## src/design/local_interrupt_controller_timer_top_defines.svh

```systemverilog
// Assertion macros for the timer top design file.
`ifndef LOCAL_INTERRUPT_CONTROLLER_TIMER_TOP_DEFINES_SVH
`define LOCAL_INTERRUPT_CONTROLLER_TIMER_TOP_DEFINES_SVH

// The consequent must hold in the same cycle as the antecedent.
`define LICT_ASSERT_NOW(label, clk, rst, ante, cons, msg) \
  label: assert property (@(posedge clk) disable iff (rst) (ante) |-> (cons)) \
    else $error(msg);

// The consequent must hold in the cycle after the antecedent.
`define LICT_ASSERT_NEXT(label, clk, rst, ante, cons, msg) \
  label: assert property (@(posedge clk) disable iff (rst) (ante) |=> (cons)) \
    else $error(msg);

`endif

```

## src/design/lict_pkg.sv

```systemverilog
package lict_pkg;

  localparam int WORD_W   = 32;
  localparam int IDX_W    = 6;
  localparam int OP_W     = 2;
  localparam int VEC_W    = 8;
  localparam int MODE_W   = 2;
  localparam int DIV_W    = 3;
  localparam int PRE_W    = 7;
  localparam int MASK_BIT = 16;
  localparam int MODE_LSB = 17;

  typedef logic [OP_W-1:0]   op_t;
  typedef logic [IDX_W-1:0]  idx_t;
  typedef logic [WORD_W-1:0] word_t;
  typedef logic [VEC_W-1:0]  vec_t;
  typedef logic [MODE_W-1:0] mode_t;
  typedef logic [DIV_W-1:0]  div_code_t;
  typedef logic [PRE_W-1:0]  pre_t;

  localparam op_t OP_READ  = 2'd0;
  localparam op_t OP_WRITE = 2'd1;
  localparam op_t OP_TICK  = 2'd2;

  localparam idx_t IDX_VECTOR  = 6'h32;
  localparam idx_t IDX_INITIAL = 6'h38;
  localparam idx_t IDX_CURRENT = 6'h39;
  localparam idx_t IDX_DIVIDE  = 6'h3E;

  localparam mode_t MODE_PERIODIC = 2'd1;

  // Last prescaler value before the count steps; code 7 divides by one.
  function automatic pre_t div_limit(input div_code_t code);
    pre_t lim;
    case (code)
      3'd0:    lim = 7'd1;
      3'd1:    lim = 7'd3;
      3'd2:    lim = 7'd7;
      3'd3:    lim = 7'd15;
      3'd4:    lim = 7'd31;
      3'd5:    lim = 7'd63;
      3'd6:    lim = 7'd127;
      default: lim = 7'd0;
    endcase
    return lim;
  endfunction

endpackage

```

## src/design/lict_in_if.sv

```systemverilog
interface lict_in_if import lict_pkg::*; ();
  logic  valid;
  logic  ready;
  op_t   op;
  idx_t  reg_index;
  word_t write_data;

  modport source (output valid, output op, output reg_index, output write_data,
                  input ready);
  modport sink (input valid, input op, input reg_index, input write_data,
                output ready);
endinterface

```

## src/design/lict_out_if.sv

```systemverilog
interface lict_out_if import lict_pkg::*; ();
  logic  valid;
  logic  ready;
  word_t read_data;
  logic  irq_fire;
  vec_t  irq_vector;

  modport source (output valid, output read_data, output irq_fire,
                  output irq_vector, input ready);
  modport sink (input valid, input read_data, input irq_fire,
                input irq_vector, output ready);
endinterface

```

## src/design/local_interrupt_controller_timer_top.sv

```systemverilog
// Local interrupt controller timer: one bus read, bus write, timer tick or no-op per word.
// Each result word is registered and presented in the cycle after its input word is accepted.
// Throughput is one word per cycle while out.ready holds; the output register frees while it is taken.
// Synchronous active-high reset masks the timer, clears counts and the prescaler,
// selects divide by two and empties the output register.
`include "local_interrupt_controller_timer_top_defines.svh"

module local_interrupt_controller_timer_top import lict_pkg::*; #(
  parameter int COUNT_WIDTH = 32
) (
  input logic  clk,
  input logic  rst,
  lict_in_if.sink    in,
  lict_out_if.source out
);

  typedef logic [COUNT_WIDTH-1:0] count_t;

  vec_t      timer_vector, timer_vector_next;
  logic      timer_masked, timer_masked_next;
  mode_t     timer_mode, timer_mode_next;
  count_t    initial_count, initial_count_next;
  count_t    current_count, current_count_next;
  div_code_t divide_code, divide_code_next;
  pre_t      prescale_counter, prescale_counter_next;

  logic  out_valid;
  word_t out_read_data;
  logic  out_irq_fire;
  vec_t  out_irq_vector;

  word_t  rd_next;
  logic   fire_next;
  count_t dec_count;
  logic   in_accept;

  assign in.ready  = !out_valid || out.ready;
  assign in_accept = in.valid && in.ready;
  assign dec_count = current_count - count_t'(1);

  always_comb begin
    timer_vector_next     = timer_vector;
    timer_masked_next     = timer_masked;
    timer_mode_next       = timer_mode;
    initial_count_next    = initial_count;
    current_count_next    = current_count;
    divide_code_next      = divide_code;
    prescale_counter_next = prescale_counter;
    rd_next               = '0;
    fire_next             = 1'b0;
    case (in.op)
      OP_READ: begin
        case (in.reg_index)
          IDX_VECTOR: begin
            rd_next                           = '0;
            rd_next[VEC_W-1:0]                = timer_vector;
            rd_next[MASK_BIT]                 = timer_masked;
            rd_next[MODE_LSB+MODE_W-1:MODE_LSB] = timer_mode;
          end
          IDX_INITIAL: rd_next = WORD_W'(initial_count);
          IDX_CURRENT: rd_next = WORD_W'(current_count);
          IDX_DIVIDE: begin
            rd_next      = '0;
            rd_next[1:0] = divide_code[1:0];
            rd_next[3]   = divide_code[2];
          end
          default: rd_next = '0;
        endcase
      end
      OP_WRITE: begin
        case (in.reg_index)
          IDX_VECTOR: begin
            timer_vector_next = in.write_data[VEC_W-1:0];
            timer_masked_next = in.write_data[MASK_BIT];
            timer_mode_next   = in.write_data[MODE_LSB+MODE_W-1:MODE_LSB];
          end
          IDX_INITIAL: begin
            initial_count_next    = in.write_data[COUNT_WIDTH-1:0];
            current_count_next    = in.write_data[COUNT_WIDTH-1:0];
            prescale_counter_next = '0;
          end
          IDX_DIVIDE: begin
            divide_code_next      = {in.write_data[3], in.write_data[1:0]};
            prescale_counter_next = '0;
          end
          default: ;
        endcase
      end
      OP_TICK: begin
        if (current_count == '0) begin
          prescale_counter_next = '0;
        end else if (prescale_counter != div_limit(divide_code)) begin
          prescale_counter_next = prescale_counter + pre_t'(1);
        end else begin
          prescale_counter_next = '0;
          if (dec_count == '0) begin
            fire_next          = !timer_masked;
            current_count_next = (timer_mode == MODE_PERIODIC) ? initial_count : '0;
          end else begin
            current_count_next = dec_count;
          end
        end
      end
      default: ;
    endcase
  end

  always_ff @(posedge clk) begin
    if (rst) begin
      timer_vector     <= '0;
      timer_masked     <= 1'b1;
      timer_mode       <= '0;
      initial_count    <= '0;
      current_count    <= '0;
      divide_code      <= '0;
      prescale_counter <= '0;
      out_valid        <= 1'b0;
    end else begin
      if (in_accept) begin
        timer_vector     <= timer_vector_next;
        timer_masked     <= timer_masked_next;
        timer_mode       <= timer_mode_next;
        initial_count    <= initial_count_next;
        current_count    <= current_count_next;
        divide_code      <= divide_code_next;
        prescale_counter <= prescale_counter_next;
        out_valid        <= 1'b1;
      end else if (out.ready) begin
        out_valid <= 1'b0;
      end
    end
  end

  always_ff @(posedge clk) begin
    if (in_accept) begin
      out_read_data  <= rd_next;
      out_irq_fire   <= fire_next;
      out_irq_vector <= fire_next ? timer_vector : '0;
    end
  end

  assign out.valid      = out_valid;
  assign out.read_data  = out_read_data;
  assign out.irq_fire   = out_irq_fire;
  assign out.irq_vector = out_irq_vector;

  `LICT_ASSERT_NOW(a_fire_no_read_data, clk, rst, out_valid && out_irq_fire,
    out_read_data == '0, "interrupt word carries read data")
  `LICT_ASSERT_NOW(a_stopped_prescaler_idle, clk, rst, current_count == '0,
    prescale_counter == '0, "prescaler runs while the timer is stopped")
  `LICT_ASSERT_NOW(a_prescaler_in_range, clk, rst, 1'b1,
    prescale_counter <= div_limit(divide_code), "prescaler beyond its divide limit")
  `LICT_ASSERT_NEXT(a_initial_load, clk, rst,
    in_accept && in.op == OP_WRITE && in.reg_index == IDX_INITIAL,
    current_count == $past(in.write_data[COUNT_WIDTH-1:0]),
    "initial count write did not load the current count")
  `LICT_ASSERT_NEXT(a_count_holds, clk, rst,
    in_accept && in.op != OP_TICK &&
    !(in.op == OP_WRITE && in.reg_index == IDX_INITIAL),
    $stable(current_count), "current count changed without a tick or load")

endmodule

```

## src/flat_wrapper.sv

```systemverilog
// flat-port wrapper written by rule: the top's interface ports become plain ports
module local_interrupt_controller_timer_top_flat import lict_pkg::*;
#(
  parameter int COUNT_WIDTH = 32
)
  (clk, rst, in_valid, in_op, in_reg_index, in_write_data, in_ready, out_valid, out_read_data, out_irq_fire, out_irq_vector, out_ready);
  lict_in_if in_i ();
  lict_out_if out_i ();
  input logic clk;
  input logic rst;
  input wire logic [$bits(in_i.valid)-1:0] in_valid;
  input wire logic [$bits(in_i.op)-1:0] in_op;
  input wire logic [$bits(in_i.reg_index)-1:0] in_reg_index;
  input wire logic [$bits(in_i.write_data)-1:0] in_write_data;
  output wire logic [$bits(in_i.ready)-1:0] in_ready;
  output wire logic [$bits(out_i.valid)-1:0] out_valid;
  output wire logic [$bits(out_i.read_data)-1:0] out_read_data;
  output wire logic [$bits(out_i.irq_fire)-1:0] out_irq_fire;
  output wire logic [$bits(out_i.irq_vector)-1:0] out_irq_vector;
  input wire logic [$bits(out_i.ready)-1:0] out_ready;
  assign in_i.valid = in_valid;
  assign in_i.op = in_op;
  assign in_i.reg_index = in_reg_index;
  assign in_i.write_data = in_write_data;
  assign in_ready = in_i.ready;
  assign out_valid = out_i.valid;
  assign out_read_data = out_i.read_data;
  assign out_irq_fire = out_i.irq_fire;
  assign out_irq_vector = out_i.irq_vector;
  assign out_i.ready = out_ready;
  local_interrupt_controller_timer_top #(.COUNT_WIDTH(COUNT_WIDTH)) u_core (.clk(clk), .rst(rst), .in(in_i), .out(out_i));
endmodule
```

## config.mk

```make
export PLATFORM = sky130hd
export DESIGN_NAME = local_interrupt_controller_timer_top_flat
export DESIGN_NICKNAME = d
export VERILOG_FILES = /design/src/design/lict_pkg.sv /design/src/design/lict_in_if.sv /design/src/design/lict_out_if.sv /design/src/design/local_interrupt_controller_timer_top.sv /design/src/flat_wrapper.sv
export VERILOG_INCLUDE_DIRS = /design/src /design/src/design
export SDC_FILE = /design/constraint.sdc
export NUM_CORES = 1
export LEC_CHECK = 0
export ABC_AREA = 1
export BUFFER_PORTS_ARGS = -buffer_cell sky130_fd_sc_hd__buf_2
export CORE_ASPECT_RATIO = 1.4
export CORE_MARGIN = 2
export CORE_UTILIZATION = 55
export CTS_CLUSTER_DIAMETER = 200
export DETAILED_ROUTE_END_ITERATION = 10
export PLACE_DENSITY = 0.87
export SYNTH_ARGS = -nofsm -noshare
export SYNTH_HDL_FRONTEND = slang
export SYNTH_SLANG_ARGS = --single-unit
```

## constraint.sdc

```tcl
create_clock -name clk -period 8.7 [get_ports clk]
set_input_delay 1.74 -clock clk [delete_from_list [all_inputs] [get_ports clk]]
set_output_delay 1.74 -clock clk [all_outputs]
set_load 0.05 [all_outputs]
```

==> flow_summary.json <==
{
  "die_width_um": 103,
  "finalPower_uw": 1540,
  "cp-end-kind": "flop",
  "synthCells": 1157,
  "synth_area_per_cell_um2": 6.58,
  "fmax_ghz": 0.237,
  "yosys_warnings": 0,
  "clock_power_share_pct": 50.6,
  "power.density_nw_per_um2": 175,
  "p_comb_share_pct": 8.9,
  "p_leak_uw": 0.00409,
  "cts_buffer_depth": 2,
  "setup_viol": 0,
  "multi_input_area_um2": 3920,
  "final-hold-violation-count": 0,
  "syn_to_final_growth_pct": 15.5,
  "crit_type": "in -> reg",
  "ff2ff_setup_slack_ns": 5.07,
  "avgRoutedWirePerCell_um": 16.1,
  "die_h_um": 143,
  "startpoint": "in_reg_index[2]",
  "layout_commonest_cell": "nand2_1",
  "grt_pass1_wl_um": 36600,
  "yosys.area.top_type": "dfxtp_1",
  "rsz0062_at_grt": "false",
  "max-cap-violations": 0,
  "fin_cells": 1411,
  "reg2reg_from": "u_core.current_count[0]",
  "grt-ovfl-total": 0,
  "grt_usage_pct": 31.4,
  "h-tree-depth": 4,
  "syn_nets": 1204,
  "io_pins": 87,
  "cts.sinks": 127,
  "p_sw_share_pct": 25.7,
  "drv_slew": 0,
  "start_kind": "primary input",
  "finish.utilization_pct": 65.3,
  "drtIter0Drc": 808,
  "synth.area.top_cells": "dfxtp_1 23%, edfxtp_1 16%, nand2_1 15%, a21oi_1 8.0%, nor2_1 7.3%",
  "dp_hpwl_um": 15300,
  "yosysSeqAreaShare_pct": 38.8,
  "ctsResizeCount": 0,
  "wl_met1_um": 8470,
  "globalplace.congestion": 1.02,
  "post-route-period-util_pct": 48.5,
  "outcome": "completed",
  "cts_tree": "built",
  "dp.cells": 1379,
  "clock_latency_ns": 0.43,
  "regArea_um2": 2950,
  "routed_via_density": 5.71,
  "p_int_uw": 1140,
  "vias": 8061,
  "core-area_um2": 13500,
  "final_cell_mix": "294 x nand2_1, 145 x nor2_1, 131 x inv_1",
  "synth-seq-cells": 127,
  "routed_wl_um": 22700,
  "switchingPower_uw": 396,
  "drive_gt1_share_pct": 13.8,
  "drt_first_pass_iters": 6,
  "root_buffer": "clkbuf_16",
  "postCtsHoldBufs": 0,
  "min_period_ns": 4.22,
  "peakVddDrop_mv": 0.109,
  "dr_wl_met2_um": 11500,
  "p_seq_share_pct": 40.6,
  "drc": 0,
  "hold_start": "u_core.timer_vector[1]",
  "crit_fanout": 71,
  "post_cts_buffers": 0,
  "fillers": 1185,
  "numCtsBuffers": 17,
  "diodes": 0,
  "fin_nets": 1263,
  "dpl_cell_area_um2": 8130,
  "grt_pass1_vias": 7887,
  "grt_antenna_before_repair": 0,
  "worstPathArrival_ns": 4.52,
  "ant_nets": 0,
  "grt_max_degree": 80,
  "synthDistinctLibCells": 34,
  "hp-class": "reg -> reg",
  "syn_area_um2": 7610,
  "start_util_pct": 56.6,
  "tightest_slew_ns": 1.31,
  "worstPathRequired_ns": 9.00,
  "met3_length_um": 1480,
  "max_slew_margin_pct": 11.6,
  "skew_ns": 0.0120,
  "synth_top_area_share_pct": 22.6,
  "highest_layer": "met4",
  "portBuffers": 86,
  "dieArea_um2": 14800,
  "clk_pin_slew_ns": 0.06,
  "tns_ns": 0,
  "stdcell_area_um2": 8790,
  "placementRows": 50
}
-- synthesized netlist by cell type, drive strengths merged --
cell type,count
nand3b,2
nor3,5
dfxtp,86
o21ai,60
xor2,9
o22ai,3
o211ai,2
clkinv,2
a21oi,122
edfxtp,41
nand3,96
inv,138
a21boi,7
a31oi,1
a211oi,1
nor2,169
xnor2,2
ha,3
o221ai,6
clkbuf,38
nand2,300
buf,19
nand4,42
a221oi,3
-- area by class of cell --
cell class              instances  area share (%)
clock buffers                  21            5.85
clock inverters                11            1.59
inverters                     140            5.98
multi-input cells             833            44.5
flip-flops and latches        127            33.6
well taps                     182            2.59
repair buffers                 97            5.84
-- cell families after synthesis --
| family | share of synthesized area (%) |
|---|---|
| flip-flops | 38.8 |
| AND/OR/NAND/NOR | 35.0 |
| adder cells (fa/ha/maj) | 0.493 |
| XOR/XNOR | 1.27 |
| AO/OA/AOI/OAI | 14.3 |
| buffers and inverters | 10.1 |
-- critical path, cell delays in order --
cell	delay, ns
buf_2	0.10
inv_1	0.06
nand2_1	0.12
nor3_4	0.19
buf_4	0.41
inv_1	0.14
nor2_4	0.09
buf_4	0.50
inv_2	0.60
a21boi_0	0.40
a21oi_1	0.11
-- power by group through the flow --
stage                     Combinational [µW]  Clock (µW)  Sequential [µW]
after floorplan                         61.9           0              670
after global placement                   133           0              637
after detailed placement                 135           0              638
after CTS                                136         780              625
after global routing                     149         802              626
final                                    136         779              625
-- per-layer routing --
metal / vias up / global-route usage (%)
met4: 0 / 18.0
li1: 3896 / -
met2: 408 / 54.7
met5: - / 0
met1: 3657 / 34.9
met3: 100 / 5.63
-- final timing paths --
| kind | endpoint | cells past startpoint |
|---|---|---|
| setup / recovery | u_core.current_count[5] | 11 |
| hold / removal | u_core.timer_vector[1] | 2 |
| setup reg to reg | u_core.out.irq_vector[2] | 15 |
| hold reg to reg | u_core.timer_vector[1] | 2 |
-- stage by stage --
step                      hold WS [ns]  worst slack [ns]
final                            0.513              4.48
after global routing             0.535              4.18
after CTS                        0.510              4.58
after detailed placement         0.496              4.22
after global placement           0.483              4.37
after floorplan                  0.462              4.18
-- registers in the layout (all words and copies together), names as in the netlist --
signal,flops
u_core.current_count,32
u_core.out.irq_vector,8
u_core.timer_vector,8
u_core.out.irq_fire,1
u_core.initial_count,32
u_core.out.read_data,32
u_core.divide_code,3
u_core.out.valid,1
u_core.timer_mode,2
u_core.prescale_counter,7
u_core.timer_masked,1
No activity file was read; power rests on OpenSTA's default activity.
